### config.mk
export PLATFORM = sky130hd
export DESIGN_NAME = kmsb_hash
export DESIGN_NICKNAME = d
export VERILOG_FILES = /design/src/rtl/core/assert_macros.svh /design/src/rtl/core/kmsb_pkg.sv /design/src/rtl/core/kmsb_hash.sv
export SDC_FILE = /design/constraint.sdc
export NUM_CORES = 2
export LEC_CHECK = 0
export BUFFER_PORTS_ARGS = -buffer_cell sky130_fd_sc_hd__buf_2
export CAP_MARGIN = 20
export CORE_MARGIN = 2
export CORE_UTILIZATION = 45
export CTS_BUF_LIST = sky130_fd_sc_hd__clkbuf_2
export DETAILED_ROUTE_END_ITERATION = 7
export PLACE_DENSITY_LB_ADDON = 0.3
export SETUP_SLACK_MARGIN = 0.02
export SYNTH_ARGS = -nofsm -noshare
export SYNTH_HDL_FRONTEND = slang
export SYNTH_SLANG_ARGS = --single-unit
### constraint.sdc
create_clock -name clk -period 21.7 [get_ports clk]
set_input_delay 0 -clock clk [delete_from_list [all_inputs] [get_ports clk]]
set_output_delay 0 -clock clk [all_outputs]
set_load 0.005 [all_outputs]
### src/rtl/core/assert_macros.svh
// assertion macros shared by the k-mer set builder rtl
`ifndef ASSERT_MACROS_SVH
`define ASSERT_MACROS_SVH
`ifndef SYNTH
// property checked on every clock edge outside reset
`define KMSB_ASSERT(lbl, prop, msg) \
	lbl: assert property (@(posedge clk) disable iff (!arst_n) prop) else $error(msg);
// property checked on every clock edge, reset included
`define KMSB_ASSERT_ALWAYS(lbl, prop, msg) \
	lbl: assert property (@(posedge clk) prop) else $error(msg);
`else
`define KMSB_ASSERT(lbl, prop, msg)
`define KMSB_ASSERT_ALWAYS(lbl, prop, msg)
`endif
`endif

### src/rtl/core/kmsb_pkg.sv
// shared types, constants and codes for the k-mer set builder
package kmsb_pkg;

	// default sizes
	localparam int unsigned MAX_K_DEF    = 16;
	localparam int unsigned CAPACITY_DEF = 4096;

	// port widths
	localparam int unsigned KEY_PORT_W = 48;
	localparam int unsigned BASE_W     = 3;
	localparam int unsigned KLEN_W     = 5;
	localparam int unsigned SMASK_W    = 4;
	localparam int unsigned PADDR_W    = 3;
	localparam int unsigned PDATA_W    = 32;

	// register map (word index taken from paddr above the byte offset)
	localparam logic REG_K_LEN = 1'b0;
	localparam logic [KLEN_W-1:0] K_LEN_RESET = 5'd16;

	// word codes
	localparam logic FUNC_PUSH  = 1'b0;
	localparam logic FUNC_QUERY = 1'b1;

	localparam logic [BASE_W-1:0] BASE_C = 3'd1;
	localparam logic [BASE_W-1:0] BASE_G = 3'd2;
	localparam logic [BASE_W-1:0] BASE_S = 3'd4;

	// golden-ratio multiplier of the slot hash, split in halves
	localparam logic [31:0] HASH_MUL_LO = 32'h7F4A7C15;
	localparam logic [31:0] HASH_MUL_HI = 32'h9E3779B9;

	// main sequencer
	typedef enum logic [2:0] {
		ST_CLEAR,
		ST_IDLE,
		ST_EXPAND,
		ST_NEXT,
		ST_HASH,
		ST_READ,
		ST_CHECK
	} state_t;

	// hash unit steps; LO, MID0, MID1, RECIP and BACK use one multiply each
	typedef enum logic [2:0] {
		HS_IDLE,
		HS_LO,
		HS_MID0,
		HS_MID1,
		HS_RECIP,
		HS_BACK,
		HS_FIX
	} hstep_t;

endpackage

### src/rtl/core/kmsb_hash.sv
// multi-cycle slot hash: high word of key times golden ratio, modulo capacity
module kmsb_hash #(
	parameter int unsigned KEY_W    = 3 * kmsb_pkg::MAX_K_DEF,
	parameter int unsigned CAPACITY = kmsb_pkg::CAPACITY_DEF,
	parameter int unsigned ADDR_W   = $clog2(CAPACITY)
) (
	input  logic              clk,
	input  logic              arst_n,
	input  logic              start,
	input  logic [KEY_W-1:0]  key,
	output logic              done,
	output logic [ADDR_W-1:0] slot
);

	// floor(2^32 / capacity) for the reciprocal divide
	localparam longint unsigned RECIP_FULL = (64'd1 << 32) / CAPACITY;
	localparam logic [31:0] RECIP = 32'(RECIP_FULL);
	localparam logic [31:0] CAP32 = 32'(CAPACITY);

	kmsb_pkg::hstep_t step_q, step_d;

	logic [63:0] key64_q;
	logic [31:0] h_q;
	logic [31:0] q_q;
	logic [31:0] r_q;
	logic [31:0] a_op;
	logic [31:0] b_op;
	logic [63:0] prod;
	logic        done_q;
	logic [ADDR_W-1:0] slot_q;

	// step register
	always_ff @(posedge clk or negedge arst_n) begin
		if (!arst_n) begin
			step_q <= kmsb_pkg::HS_IDLE;
		end else begin
			step_q <= step_d;
		end
	end

	// step sequence and multiplier operand select
	always_comb begin
		step_d = step_q;
		a_op   = '0;
		b_op   = '0;
		unique case (step_q)
			kmsb_pkg::HS_IDLE: begin
				if (start) begin
					step_d = kmsb_pkg::HS_LO;
				end
			end
			kmsb_pkg::HS_LO: begin
				a_op   = key64_q[31:0];
				b_op   = kmsb_pkg::HASH_MUL_LO;
				step_d = kmsb_pkg::HS_MID0;
			end
			kmsb_pkg::HS_MID0: begin
				a_op   = key64_q[31:0];
				b_op   = kmsb_pkg::HASH_MUL_HI;
				step_d = kmsb_pkg::HS_MID1;
			end
			kmsb_pkg::HS_MID1: begin
				a_op   = key64_q[63:32];
				b_op   = kmsb_pkg::HASH_MUL_LO;
				step_d = kmsb_pkg::HS_RECIP;
			end
			kmsb_pkg::HS_RECIP: begin
				a_op   = h_q;
				b_op   = RECIP;
				step_d = kmsb_pkg::HS_BACK;
			end
			kmsb_pkg::HS_BACK: begin
				a_op   = q_q;
				b_op   = CAP32;
				step_d = kmsb_pkg::HS_FIX;
			end
			kmsb_pkg::HS_FIX: begin
				step_d = kmsb_pkg::HS_IDLE;
			end
			default: begin
				step_d = kmsb_pkg::HS_IDLE;
			end
		endcase
	end

	// shared 32x32 multiplier
	assign prod = 64'(a_op) * 64'(b_op);

	// done pulse
	always_ff @(posedge clk or negedge arst_n) begin
		if (!arst_n) begin
			done_q <= 1'b0;
		end else begin
			done_q <= (step_q == kmsb_pkg::HS_FIX);
		end
	end

	// hash datapath: bits 63..32 of key*mult, then remainder by capacity
	always_ff @(posedge clk) begin
		case (step_q)
			kmsb_pkg::HS_IDLE: begin
				if (start) begin
					key64_q <= 64'(key);
				end
			end
			kmsb_pkg::HS_LO:    h_q <= prod[63:32];
			kmsb_pkg::HS_MID0:  h_q <= h_q + prod[31:0];
			kmsb_pkg::HS_MID1:  h_q <= h_q + prod[31:0];
			kmsb_pkg::HS_RECIP: q_q <= prod[63:32];
			kmsb_pkg::HS_BACK:  r_q <= h_q - prod[31:0];
			kmsb_pkg::HS_FIX: begin
				// estimate is at most one short, so one subtract corrects it
				if (r_q >= CAP32) begin
					slot_q <= ADDR_W'(r_q - CAP32);
				end else begin
					slot_q <= ADDR_W'(r_q);
				end
			end
			default: ;
		endcase
	end

	assign done = done_q;
	assign slot = slot_q;

endmodule

Word level (Yosys, flattened, before mapping)
Cells that the tools add are included.
{"block": "word_totals", "mem_count": 0, "romBits": 0, "ramBits": 0, "elab_cells": 31, "latchBits": 0, "in_bits": 51, "regBits": 160, "out_inout_bits": 13}
{"block": "op_classes", "n_reduce_logical": 6, "add_sub_neg": 3, "n_eq_ne": 7, "n_shift": 0, "bitwise_logic": 0, "div": 0, "magnitude_cmp": 1, "n_mux": 6, "n_mul": 1}
{"operator": "$pmux W32 S4", "n": 2}
{"operator": "$mul A32 B32 Y64", "n": 1}
{"operator": "$pmux W32 S2", "n": 1}
{"operator": "$add A32 B32 Y32", "n": 1}
{"operator": "$ge A32 B13 Y1 const B", "n": 1}
{"operator": "$sub A32 B32 Y32", "n": 1}
{"operator": "$pmux W3 S6", "n": 1}
{"operator": "$mux W12", "n": 1}
{"operator": "$sub A12 B1 Y12 const B", "n": 1}
{"operator": "$eq A3 B3 Y1 const B", "n": 3}
{"operator": "$eq A3 B2 Y1 const B", "n": 2}
{"operator": "$reduce_or A2 Y1", "n": 3}
{"operator": "$eq A3 B1 Y1 const B", "n": 1}
{"operator": "$logic_not A3 Y1", "n": 1}
{"operator": "$mux W3", "n": 1}
{"operator": "$ne A2 B2 Y1 const B", "n": 1}
{"operator": "$reduce_and A2 Y1", "n": 1}
{"operator": "$reduce_bool A2 Y1", "n": 1}

Depth between registers and ports, before layout
{"block": "logic_depth", "depth_word": 6, "ltp_mapped": 40, "depth_no_buf": 39}

Worst setup path after synthesis
Ideal clock, no wire load.
{"block": "synth_path", "kind": "register to register", "startpoint": "register step_q[0]", "endpoint": "register h_q[28], data pin", "setup_ps": 260, "synth_period_minus_slack_ps": 9881, "n_path_buf": 3, "slack_ps": 11819, "arrival_ps": 9622, "path_stages_with_launch": 36, "t_required_ps": 21440, "path_cell_list": "dfrtp_1 > buf_2 > buf_1 > mux2_2 > a22oi_1 > nor2_1 > inv_1 > nor3_1 > inv_1 > fa_1 > inv_1 > ha_1 > fa_1 > inv_1 > fa_1 > inv_1 > fa_1 > inv_1 > fa_1 > inv_1 > fa_1 > fa_1 > ha_1 > buf_2 > and4_1 > a221o_1 > a31oi_1 > o21ai_0 > xor2_1 > ha_1 > a21o_1 > a21o_1 > o41a_1 > a31oi_1 > xnor2_1 > mux2_2"}
{"block": "synth_via", "elab_chain_cells": 6, "word_cells_on_any_way": 13, "cone_classes": "1 x add/sub; 1 x mul; 5 x eq/ne; 3 x mux; 3 x reduce/logical"}
{"item": "from (decl)", "line_no": "kmsb_hash.sv:20", "rtl": "kmsb_pkg::hstep_t step_q, step_d;"}
{"item": "from (signal assigned)", "line_no": "kmsb_hash.sv:35", "rtl": "step_q <= kmsb_pkg::HS_IDLE;"}
{"item": "from (signal assigned)", "line_no": "kmsb_hash.sv:37", "rtl": "step_q <= step_d;"}
{"item": "$eq A3 B2 Y1 or $eq A3 B1 Y1 (tied branches)", "line_no": "kmsb_hash.sv:46, kmsb_hash.sv:100"}
{"item": "$reduce_or A2 Y1 (no source line)"}
{"item": "$pmux W32 S4", "line_no": "kmsb_hash.sv:46", "rtl": "unique case (step_q)"}
{"item": "$mul A32 B32 Y64", "line_no": "kmsb_hash.sv:87", "rtl": "assign prod = 64'(a_op) * 64'(b_op);"}
{"item": "$add A32 B32 Y32", "line_no": "kmsb_hash.sv:107, kmsb_hash.sv:108"}
{"item": "$pmux W32 S2 (*)", "line_no": "kmsb_hash.sv:100", "rtl": "case (step_q)"}
{"item": "to (signal assigned)", "line_no": "kmsb_hash.sv:106", "rtl": "kmsb_pkg::HS_LO: h_q <= prod[63:32];"}
{"item": "to (signal assigned)", "line_no": "kmsb_hash.sv:107", "rtl": "kmsb_pkg::HS_MID0: h_q <= h_q + prod[31:0];"}
{"item": "to (signal assigned)", "line_no": "kmsb_hash.sv:108", "rtl": "kmsb_pkg::HS_MID1: h_q <= h_q + prod[31:0];"}
{"item": "to (decl)", "line_no": "kmsb_hash.sv:23", "rtl": "logic [31:0] h_q;"}
Mark *: on every way between the ends. The rest lies on a longest branch, timed or not.
A chain may end at the register's enable or synchronous reset.

Worst setup path after layout
Same ends and word-level chain as after synthesis.

==> impl_metrics.json <==
{
  "status": "finished clean",
  "core_area_um2": 75600,
  "grt_pass1_vias": 25400,
  "wirelength_um": 111000,
  "synthTopCellsByArea": "fa_1, ha_1, edfxtp_1",
  "dp_hpwl_um": 96600,
  "hp-class": "in2reg",
  "cpMaxStageDelayCell": "nor2_1",
  "layout.cells.non_filler": 4403,
  "setup-violations-final": 0,
  "cts_buffers": 17,
  "die_w_um": 280,
  "worst-r2r-setup-slack_ns": 9.91,
  "r2r-end": "h_q[28]",
  "synth_fa_ha_area_share_pct": 59.4,
  "place_inst": 4267,
  "ff2ff_path_depth": 33,
  "end_kind": "flop",
  "io_pins": 64,
  "cp-startpoint": "step_q[0]",
  "drtIter0Drc": 2065,
  "ys_ff_latch": 140,
  "antenna_left": 0,
  "async_flop_share_pct": 2.86,
  "multi_input_area_um2": 26600,
  "muxShareOfSynthArea_pct": 1.11,
  "cap_violations": 0,
  "synthXorXnorAreaFrac_pct": 2.60,
  "drv_slew": 0,
  "synth_top_area_cell": "fa_1",
  "grt_pass1_wl_um": 167000,
  "tns_ns": 0,
  "antenna_found_initial": 3,
  "synthSimpleGateAreaFrac_pct": 6.63,
  "fin_crit_sh_pct": 54.3,
  "area_growth_pct": 8.34,
  "slowest_delay_ns": 0.86,
  "clk_path_buf_depth": 2,
  "r2r_start": "step_q[0]",
  "path_clk_slew_ns": 0.32,
  "wl_per_cell_um": 25.2,
  "period_minus_slack_ns": 11.79,
  "layout-drive-gt1-share_pct": 6.63,
  "synth_warnings": 0,
  "regArea_um2": 4190,
  "htree_levels": 4,
  "grt-ovfl-total": 0,
  "synth_cell_types": 85,
  "gp_congestion": 0.998,
  "ctsResizeCount": 0,
  "finalClockSkew_ns": 0.0711,
  "postSynthCellCount": 3253,
  "num_rows": 101,
  "die_h_um": 280,
  "synth_compound_area_share_pct": 8.10,
  "via_per_inst": 5.40,
  "fin_ws_ns": 9.91,
  "fin_util_pct": 49.0,
  "max_freq_mhz": 84.8,
  "worst_pin_slew_ns": 1.12,
  "postSynthNetCount": 4488,
  "rsz0062_at_grt": "false",
  "synth_top_flop_cell": "edfxtp_1",
  "yosysTopAreaCellShare_pct": 42.8,
  "critPathMaxFanout": 35,
  "cts_sinks": 140,
  "clockRootBuffer": "clkbuf_2",
  "io_buffers": 63,
  "synth-edff-count": 136,
  "track_usage_pct": 29.5,
  "final_nets": 4644,
  "dr.pass1.iters": 7,
  "avgSynthCellArea_um2": 10.5,
  "grt_max_degree": 49,
  "crit_required_ns": 22.40,
  "synth_most_common_cell": "inv_1",
  "min-delay-start": "key[7]",
  "place_ws_ns": 10.13,
  "crit_type": "reg2reg",
  "hold_viol": 0,
  "initial_core_util_pct": 45.2,
  "slew_headroom_pct": 25.0,
  "cts_tree": "yes",
  "clock_latency_ns": 0.93,
  "synth_area_um2": 34200,
  "synth_top_family_by_area": "adder cells",
  "drc": 0,
  "ys_seq_area_share_pct": 12.2,
  "fp.dieArea_um2": 78200,
  "ys_top_cells_by_count": "inv_1, fa_1, ha_1",
  "critPathLaunchType": "flop",
  "vias": 23800,
  "cp.arrival_ns": 12.48,
  "endpoint": "h_q[28]",
  "final.fill_count": 6961
}
## layer usage
layer | vias up | track usage [%] | routed length, um
li1 | 10600 | - | -
met5 | - | 0 | 0
met2 | 920 | 48.0 | 52000
met3 | 216 | 4.26 | 6980
met4 | 0 | 14.2 | 6540
met1 | 12100 | 39.0 | 45400
## cell type report
type	instances	share of cell area [%]
Antenna cell	3	0.0203
Clock buffer	17	0.230
Clock inverter	15	0.520
Inverter	807	8.18
Multi-Input combinational cell	2234	71.9
Sequential cell	140	11.3
Tap cell	978	3.31
Timing Repair Buffer	209	4.50
## through the flow
step	area [um^2]	hold slack [ns]
after global routing	37000	0.233
after detailed placement	35700	-0.145
after CTS	37000	0.242
after global placement	35700	-0.144
final	37000	0.312
after floorplan	34200	-0.296
## placed cells by master, fill, tap and decap left out, types with 33 or more instances in the layout
cell	Yosys	final
fa_1	730	730
o21ai_0	73	73
buf_4	4	45
inv_1	807	807
buf_2	17	63
nand2_1	201	201
edfxtp_1	136	136
a21oi_1	146	146
nor2_1	93	92
xor2_1	33	33
a21o_1	46	46
dlygate4sd3_1	0	101
ha_1	454	454
xnor2_1	63	63
## kinds of logic (layout without fill, tap and decap cells)
family	after synthesis	in the layout
AOI/OAI and AO/OA	434	434
xor gates and xnor gates	99	99
adders and majority gates	1184	1184
buffers and inverters	879	1048
DFF	140	140
muxes	34	34
other	0	3
and+or+nand+nor	483	483
## how the worst min path moves through the flow
stage | cells after the start | to | slack, ns
6_report | 3 | key64_q[7] | 0.31
5_1_grt | 3 | key64_q[9] | 0.23
4_1_cts | 3 | key64_q[11] | 0.24
3_5_place_dp | 1 | step_q[1] | -0.15
3_3_place_gp | 1 | step_q[1] | -0.14
2_1_floorplan | 0 | done | -0.30
## what timing repair did
| action | CTS | global route |
|---|---|---|
| setup buffers | 0 | 0 |
| hold buffers | 101 | 0 |
| hold endpoints to repair | 101 | 0 |
## flip-flops by register name, indices dropped and copies added (netlist names)
signal and flops:
key64_q 48, h_q 32, q_q 32, r_q 12
slot 12, step_q 3, done 1
## critical path: cells and delay by family (launching register included)
kind	cells	cell delay (ns)
AO/OA/AOI/OAI	8	2.05
flip-flops	1	0.70
buffers and inverters	8	1.46
adder cells (fa/ha/maj)	10	4.67
multiplexers	2	0.49
AND/OR/NAND/NOR	3	1.86
XOR/XNOR	2	0.28
Power is not shown: default switching activity piles up to over one toggle a cycle in this logic, so the estimate is an artifact.
